## config.mk

```make
export PLATFORM = sky130hd
export DESIGN_NAME = sliding_window_majority_label_top
export DESIGN_NICKNAME = d
export VERILOG_FILES = /design/src/hdl/swml_pkg.sv /design/src/hdl/swml_cell.sv /design/src/hdl/swml_voter.sv /design/src/hdl/sliding_window_majority_label_top.sv
export SDC_FILE = /design/constraint.sdc
export NUM_CORES = 1
export LEC_CHECK = 0
export BUFFER_PORTS_ARGS = -buffer_cell sky130_fd_sc_hd__buf_2
export CAP_MARGIN = 20
export CORE_UTILIZATION = 45
export CTS_BUF_LIST = sky130_fd_sc_hd__clkbuf_8
export CTS_CLUSTER_DIAMETER = 40
export DETAILED_ROUTE_END_ITERATION = 6
export MAX_ROUTING_LAYER = met4
export SYNTH_ARGS = -nofsm -noshare
export SYNTH_HDL_FRONTEND = slang
export SYNTH_SLANG_ARGS = --single-unit
```

## constraint.sdc

```tcl
create_clock -name clk -period 2.85 [get_ports clk]
set_input_delay 0.1425 -clock clk [delete_from_list [all_inputs] [get_ports clk]]
set_output_delay 0.1425 -clock clk [all_outputs]
set_load 0.01 [all_outputs]
```

## src/hdl/swml_pkg.sv

```systemverilog
// Package for the sliding-window majority label smoother.
// Holds sizes, register indexes, the controller state type and the voter control struct.
// No dependencies.
package swml_pkg;

	localparam int WINDOW_MAX = 32;
	localparam int LABEL_BITS = 8;
	localparam int IDX_W      = $clog2(WINDOW_MAX);
	localparam int CNT_W      = $clog2(WINDOW_MAX + 1);
	localparam int WLEN_W     = 6;
	localparam int CFG_W      = 8;
	localparam int CFG_IDX_W  = 1;

	localparam logic [CFG_IDX_W-1:0] REG_WINDOW_LENGTH   = 1'd0;
	localparam logic [CFG_IDX_W-1:0] REG_NO_GESTURE_CODE = 1'd1;

	localparam logic [WLEN_W-1:0]     WLEN_RESET = 6'd8;
	localparam logic [LABEL_BITS-1:0] NG_RESET   = '0;

	typedef enum logic [1:0] {
		ST_IDLE,
		ST_SCAN,
		ST_EMIT
	} swml_state_t;

	// Control for the voting unit for one scan beat.
	typedef struct packed {
		logic active;
		logic first;
	} swml_vote_ctl_t;

endpackage

```

## src/hdl/swml_cell.sv

```systemverilog
// One history cell: a single label register in the chain.
// Loads from its neighbour whenever the chain moves. Uses swml_pkg.
module swml_cell (
	input  logic                          clk,
	input  logic                          arst_n,
	input  logic                          move,
	input  logic [swml_pkg::LABEL_BITS-1:0] d,
	output logic [swml_pkg::LABEL_BITS-1:0] q
);
	import swml_pkg::*;

	logic [LABEL_BITS-1:0] entry_q;

	// History refills with the reset no-gesture code.
	always_ff @(posedge clk or negedge arst_n) begin
		if (!arst_n) begin
			entry_q <= NG_RESET;
		end else if (move) begin
			entry_q <= d;
		end
	end

	assign q = entry_q;

endmodule

```

## src/hdl/swml_voter.sv

```systemverilog
// Majority voting unit: takes one history entry per beat, oldest first.
// Keeps the candidate and its count. Uses swml_pkg.
module swml_voter (
	input  logic                            clk,
	input  logic                            arst_n,
	input  swml_pkg::swml_vote_ctl_t        ctl,
	input  logic [swml_pkg::LABEL_BITS-1:0] entry,
	output logic [swml_pkg::LABEL_BITS-1:0] cand
);
	import swml_pkg::*;

	logic [LABEL_BITS-1:0] cand_q;
	logic [CNT_W-1:0]      count_q;

	always_ff @(posedge clk or negedge arst_n) begin
		if (!arst_n) begin
			count_q <= '0;
		end else if (ctl.active) begin
			if (ctl.first || (entry != cand_q && count_q == CNT_W'(1))) begin
				count_q <= CNT_W'(1);
			end else if (entry == cand_q) begin
				count_q <= count_q + CNT_W'(1);
			end else begin
				count_q <= count_q - CNT_W'(1);
			end
		end
	end

	// A mismatch while the count is one hands over the candidacy, as does the first beat.
	always_ff @(posedge clk) begin
		if (ctl.active && (ctl.first || (entry != cand_q && count_q == CNT_W'(1)))) begin
			cand_q <= entry;
		end
	end

	assign cand = cand_q;

endmodule

```

## src/hdl/sliding_window_majority_label_top.sv

```systemverilog
// Top level of the sliding-window majority label smoother.
// Chain of swml_cell history cells, one swml_voter and the controller. Uses swml_pkg.
//
//   channel | direction | handshake         | payload
//   s_      | in        | s_tvalid/s_tready | tdata: label, tuser: present
//   m_      | out       | m_tvalid/m_tready | tdata: out_label, tuser: out_valid
//   cfg_    | in        | cfg_we            | cfg_index, cfg_data
//
// A label beat shifts into the chain in the cycle it is accepted. The controller then
// scans, with the chain rotating once past the voter, one entry a cycle, and then loads
// the output register before it takes the next beat. An absent or no-gesture beat is
// not shifted in and skips the scan. Reset refills the history with the reset no-gesture code at once.
// A result waiting on m_tready holds the controller in its emit state.
module sliding_window_majority_label_top (
	input  logic                                 clk,
	input  logic                                 arst_n,
	input  logic                                 s_tvalid,
	output logic                                 s_tready,
	input  logic [swml_pkg::LABEL_BITS-1:0]      s_tdata,  // [7:0] label
	input  logic                                 s_tuser,  // [0] present
	output logic                                 m_tvalid,
	input  logic                                 m_tready,
	output logic [swml_pkg::LABEL_BITS-1:0]      m_tdata,  // [7:0] out_label
	output logic                                 m_tuser,  // [0] out_valid
	input  logic                                 cfg_we,
	input  logic [swml_pkg::CFG_IDX_W-1:0]       cfg_index,
	input  logic [swml_pkg::CFG_W-1:0]           cfg_data
);
	import swml_pkg::*;

	logic [WLEN_W-1:0]     wlen_q;
	logic [LABEL_BITS-1:0] ng_code_q;
	swml_state_t           state_q, state_d;
	logic [IDX_W-1:0]      step_q;
	logic                  res_valid_q;
	logic                  m_tvalid_q;
	logic [LABEL_BITS-1:0] m_tdata_q;
	logic                  m_tuser_q;

	logic [LABEL_BITS-1:0] hist [WINDOW_MAX];
	logic [LABEL_BITS-1:0] tail;
	logic                  move;
	logic                  accept;
	logic                  is_label;
	logic                  out_free;
	logic                  load_out;
	logic                  step_last;
	logic [CNT_W-1:0]      eff_len;
	logic [CNT_W:0]        reach;
	swml_vote_ctl_t        vote_ctl;
	logic [LABEL_BITS-1:0] cand;

	always_ff @(posedge clk or negedge arst_n) begin
		if (!arst_n) begin
			wlen_q    <= WLEN_RESET;
			ng_code_q <= NG_RESET;
		end else if (cfg_we) begin
			unique case (cfg_index)
				REG_WINDOW_LENGTH:   wlen_q    <= cfg_data[WLEN_W-1:0];
				REG_NO_GESTURE_CODE: ng_code_q <= cfg_data[LABEL_BITS-1:0];
				default: ;
			endcase
		end
	end

	// Zero scans one entry; anything above the depth scans all of it.
	always_comb begin
		if (wlen_q == '0) begin
			eff_len = CNT_W'(1);
		end else if ({1'b0, wlen_q} > (WLEN_W+1)'(WINDOW_MAX)) begin
			eff_len = CNT_W'(WINDOW_MAX);
		end else begin
			eff_len = CNT_W'(wlen_q);
		end
	end

	// Position step holds entry index step in cell 0; it is in the window when
	// step + length reaches the depth.
	assign reach     = (CNT_W+1)'(step_q) + (CNT_W+1)'(eff_len);
	assign step_last = (step_q == IDX_W'(WINDOW_MAX - 1));
	assign accept    = s_tvalid && s_tready;
	assign is_label  = s_tuser && (s_tdata != ng_code_q);
	assign out_free  = !m_tvalid_q || m_tready;

	always_comb begin
		state_d = state_q;
		unique case (state_q)
			ST_IDLE: if (accept) state_d = is_label ? ST_SCAN : ST_EMIT;
			ST_SCAN: if (step_last) state_d = ST_EMIT;
			ST_EMIT: if (out_free) state_d = ST_IDLE;
			default: state_d = ST_IDLE;
		endcase
	end

	always_comb begin
		s_tready        = 1'b0;
		move            = 1'b0;
		load_out        = 1'b0;
		vote_ctl.active = 1'b0;
		vote_ctl.first  = 1'b0;
		unique case (state_q)
			ST_IDLE: begin
				s_tready = 1'b1;
				move     = accept && is_label;
			end
			ST_SCAN: begin
				move            = 1'b1;
				vote_ctl.active = (reach >= (CNT_W+1)'(WINDOW_MAX));
				vote_ctl.first  = (reach == (CNT_W+1)'(WINDOW_MAX));
			end
			ST_EMIT: load_out = out_free;
			default: ;
		endcase
	end

	always_ff @(posedge clk or negedge arst_n) begin
		if (!arst_n) begin
			state_q     <= ST_IDLE;
			step_q      <= '0;
			res_valid_q <= 1'b0;
			m_tvalid_q  <= 1'b0;
		end else begin
			state_q <= state_d;
			if (state_q == ST_IDLE) begin
				step_q <= '0;
			end else if (state_q == ST_SCAN) begin
				step_q <= step_q + IDX_W'(1);
			end
			if (accept) begin
				res_valid_q <= is_label;
			end
			if (load_out) begin
				m_tvalid_q <= 1'b1;
			end else if (m_tready) begin
				m_tvalid_q <= 1'b0;
			end
		end
	end

	always_ff @(posedge clk) begin
		if (load_out) begin
			m_tuser_q <= res_valid_q;
			m_tdata_q <= res_valid_q ? cand : '0;
		end
	end

	// New labels enter at the newest end; during a scan the oldest wraps round.
	assign tail = (state_q == ST_IDLE) ? s_tdata : hist[0];

	for (genvar i = 0; i < WINDOW_MAX; i++) begin : g_cell
		logic [LABEL_BITS-1:0] nbr;
		if (i == WINDOW_MAX - 1) begin : g_tail
			assign nbr = tail;
		end else begin : g_body
			assign nbr = hist[i+1];
		end
		swml_cell u_cell (
			.clk    (clk),
			.arst_n (arst_n),
			.move   (move),
			.d      (nbr),
			.q      (hist[i])
		);
	end

	swml_voter u_voter (
		.clk    (clk),
		.arst_n (arst_n),
		.ctl    (vote_ctl),
		.entry  (hist[0]),
		.cand   (cand)
	);

	assign m_tvalid = m_tvalid_q;
	assign m_tdata  = m_tdata_q;
	assign m_tuser  = m_tuser_q;

endmodule
```

==> reports/summary.md <==
The flow ran to the end, and the final reports show no timing, DRC or antenna violations. Power spread over the standard cell area amounts to 1100 mW/mm^2. In this run the mean area of a mapped cell was 16.1 sq um.

VDD sags by at most 0.000478 V. In this run, the number of DRC markers left after iteration 0 of detailed routing was 216. In the layout the commonest cells are sky130_fd_sc_hd__dfrtp_1 (284), sky130_fd_sc_hd__mux2_1 (120), sky130_fd_sc_hd__mux2_4 (100). Global routing consumed, over all layers together, 15.7% of the routing resources. The initialized floorplan defines 60 standard-cell rows. After synthesis the netlist holds a flip-flop and latch count of 302. The fraction of synthesized cell area in xor and xnor cells is 1.26%, and the upper clock frequency limit is 367 MHz. Post-detailed-route wirelength per cell: 15.9 microns. The area share of the largest cell type after synthesis is 56.9%, and the global route total overflow is 0. Placed wire-length estimate after detailed placement: 12500 microns. The tools report the starting density of the core as 46.1%. Kind of path behind the tightest hold check: in -> reg. The register area was 0.00764 sq mm; the static power due to leakage was 0.00697 uW.

The finished layout holds 1270 standard cells, fillers aside. The post-detailed-route via-to-cell ratio is 4.99, and the hold slack is 50.9 ps. Sequential cells burn 43.8% of the power. Type of element launching the critical path: a flip-flop.

The netlist uses 52 different library cells. The final RePlAce weighted congestion is 0.819, and the level count of the clock H-tree is 2. Setup repair after global routing could not meet its margin everywhere. Pin placement for this block handled 34 I/O pins.

Summing all placed instances gives a cell area of 0.0131 sq mm. In this run the remaining antenna-violating nets after routing total 0. Main combinational cell family by area after synthesis: multiplexers. Clock skew on the completed layout was measured at 22.6 ps.

The share of final-layout standard cells stronger than drive strength 1 is 31.0%, and the worst path setup slack after routing is 122 ps. The die covers 0.0284 sq mm. Clock input transition at the sequential cells of the worst setup and hold paths: 60 ps.

Buffers placed on the I/O ports in this run total 33. The core region is 0.0271 sq mm. The number of antenna violations at the first check in global routing is 0, and the simple-gate portion of the synthesized area is 3.44%. The part of the total power dissipated in combinational logic was 33.5%; the post-synthesis share of cell area spent on full adders, half adders and majority gates was 1.16%. The setup-violating endpoint count in the final report was 0; the gate count of the mapped netlist was 775. The number of antenna diodes in the final layout is 0. The biggest fanout along the worst timing path was 6; the count of clock tree sinks was 302. Count of nets after finishing: 902.

The transition time of the tightest slew-check pin was 690 ps; the number of global-route vias before repair was 7013. Leading cell type in the layout, fill and taps excluded: sky130_fd_sc_hd__dfrtp_1. Counting the fill cells in the layout gives 2223. The number of iterations in the first detailed-routing pass is 4. The critical path class is reg -> reg. The area growth from synthesis to layout was 14.2%.

The arrival time of the worst setup path was 3230 ps; the wire length of the first global-routing pass was 35400 microns. The number of pins exceeding their max-slew limit in the final report came out at 0. The headroom to the max-slew limit is 54.0%, and the multiplexer area fraction after synthesis is 27.7%.

The number of flops mapped to enable cells by yosys was 17; the share of flip-flops with an asynchronous set or reset after synthesis was 94.4%. The kind of end point of the critical path was a flip-flop. The compound-cell area share of the yosys netlist was 2.58%. The number of clock buffers inserted by TritonCTS was 51.

Cell internal power was estimated by the tool at 11000 uW. CTS placed an instance of sky130_fd_sc_hd__clkbuf_8 at the clock tree root. The clock reaches the later pin of the worst-skew pair after 580 ps. Measured along the x axis, the die boundary spans 169 microns.

After synthesis, the cell types taking the most area are sky130_fd_sc_hd__dfrtp_1 (57%), sky130_fd_sc_hd__mux2_4 (12%), sky130_fd_sc_hd__mux2_1 (11%). Cell type contributing the most total cell area after synthesis: sky130_fd_sc_hd__dfrtp_1. The switching power total was 4660 uW; the net switching share of the total power was 29.6%. Timing analysis after detailed placement gives a worst setup slack of 23.5 ps. In the synthesized netlist the dominant register cell turns out to be sky130_fd_sc_hd__dfrtp_1. For the deepest clock path buffer count, the log shows 3. The multi-input combinational cells in the finished layout cover a total of 0.00454 sq mm. In this run the register-to-register setup slack is 120 ps. The post-layout total power was 15700 uW; the ratio of final minimum period to clock period was 95.7%.

The reported max-cap violation count is 0. Including well taps, the total number of placed cells is 1167. TritonCTS built the clock tree. For the post-synthesis net count, the log shows 809. For this block, the via count after detailed routing is 6333.

The combined area of all synthesized cells was 0.0125 sq mm; the hold violation count in the final report was 0. In the routed design, unresolved DRC markers number 0. Entering global routing, the biggest net connects 90 pins. Sequential elements use 61.2% of the synthesized area.

Measured along the y axis, the die boundary spans 169 microns. The clock network accounts for 22.7% of the total power. The logs give 3350 ps for the required time at the worst-slack endpoint and 0 for the total of warnings raised by yosys.

The final critical delay including setup and external delays came out at 2730 ps. In this run the post-CTS setup repair buffer count came out at 0. The total detailed-routing wirelength was 20300 microns; the final instance area was 0.0143 sq mm.
[logic make-up after synthesis]
kind of cell	count (synthesis)
AOI/OAI and AO/OA	49
xor gates and xnor gates	18
adders and majority gates	11
buffers and inverters	41
DFF	302
muxes	275
and+or+nand+nor	79
[sequential cells by signal, indices dropped and copies added (netlist names)]
signal           flops
u_voter.count_q      6
m_tuser              1
res_valid_q          1
state_q              2
m_tvalid             1
m_tdata              8
wlen_q               6
ng_code_q            8
u_voter.cand         8
step_q               5
g_cell.u_cell.q    256
[power groups by stage]
stage                     clock [uW]  combinational, uW  sequential [uW]
after floorplan                    0               4650             6610
after global placement             0               5110             6870
after detailed placement           0               5260             6940
after CTS                       3730               5330             6890
after global routing            3920               5710             7090
final                           3570               5260             6870
[Yosys cell counts (all sizes together), types with 4 or more instances]
library cell,instances
nand2b,5
clkbuf,4
mux2,263
buf,29
ha,10
a21oi,18
nand3,5
nor4,5
nor2b,6
nand2,19
o22ai,11
edfxtp,17
o21ai,8
nor2,14
inv,7
mux2i,12
and2,8
nand4,6
xor2,17
dfrtp,284
[critical path, stage by stage, from the launching register on]
cell                      delay (ps)
sky130_fd_sc_hd__dfstp_2         540
sky130_fd_sc_hd__nor4_1           50
sky130_fd_sc_hd__nor2_1           90
sky130_fd_sc_hd__nor2_1           50
sky130_fd_sc_hd__ha_1            250
sky130_fd_sc_hd__fa_2            390
sky130_fd_sc_hd__and4b_1         220
sky130_fd_sc_hd__o31a_1          320
sky130_fd_sc_hd__a21oi_4         210
sky130_fd_sc_hd__or4b_1          440
sky130_fd_sc_hd__o21ai_1          90
[routing by layer]
layer  wire length, microns  track usage, %
met1                   9610            20.7
met2                   9140            23.5
met3                    788            3.48
met4                    718            6.72
met5                      0               -
[final timing paths]
| kind | startpoint | end | cells after the start |
|---|---|---|---|
| worst max-delay path | wlen_q[3] | u_voter.count_q[2] | 10 |
| worst min-delay path | cfg_index | wlen_q[3] | 3 |
| worst max register to register | wlen_q[3] | u_voter.count_q[2] | 10 |
| worst min register to register | g_cell[2].u_cell.q[0] | g_cell[1].u_cell.q[0] | 1 |
| max in group asynchronous | arst_n | g_cell[13].u_cell.q[0] | 3 |
| min in group asynchronous | arst_n | g_cell[14].u_cell.q[5] | 2 |
[metrics by stage]
step           utilization, %  setup TNS [ps]
6_report                 52.7               0
5_1_grt                  52.7           -17.7
4_1_cts                  52.6               0
3_5_place_dp             48.4               0
3_3_place_gp             48.4               0
2_1_floorplan               -               0
[timing repair]
item,4_1_cts,5_1_grt
setup endpoints to repair,0,14
endpoints found under the hold margin,108,0
hold buffers,20,0
gates resized for setup,0,6
[layout make-up]
cell class                      count  area share, %
Tap cell                          372           3.26
Clock inverter                     23          0.850
Inverter                            8          0.210
Timing Repair Buffer               73           4.56
Multi-Input combinational cell    432           31.8
Sequential cell                   302           53.5
Clock buffer                       60           5.78
(Power assumes the default switching activity.)
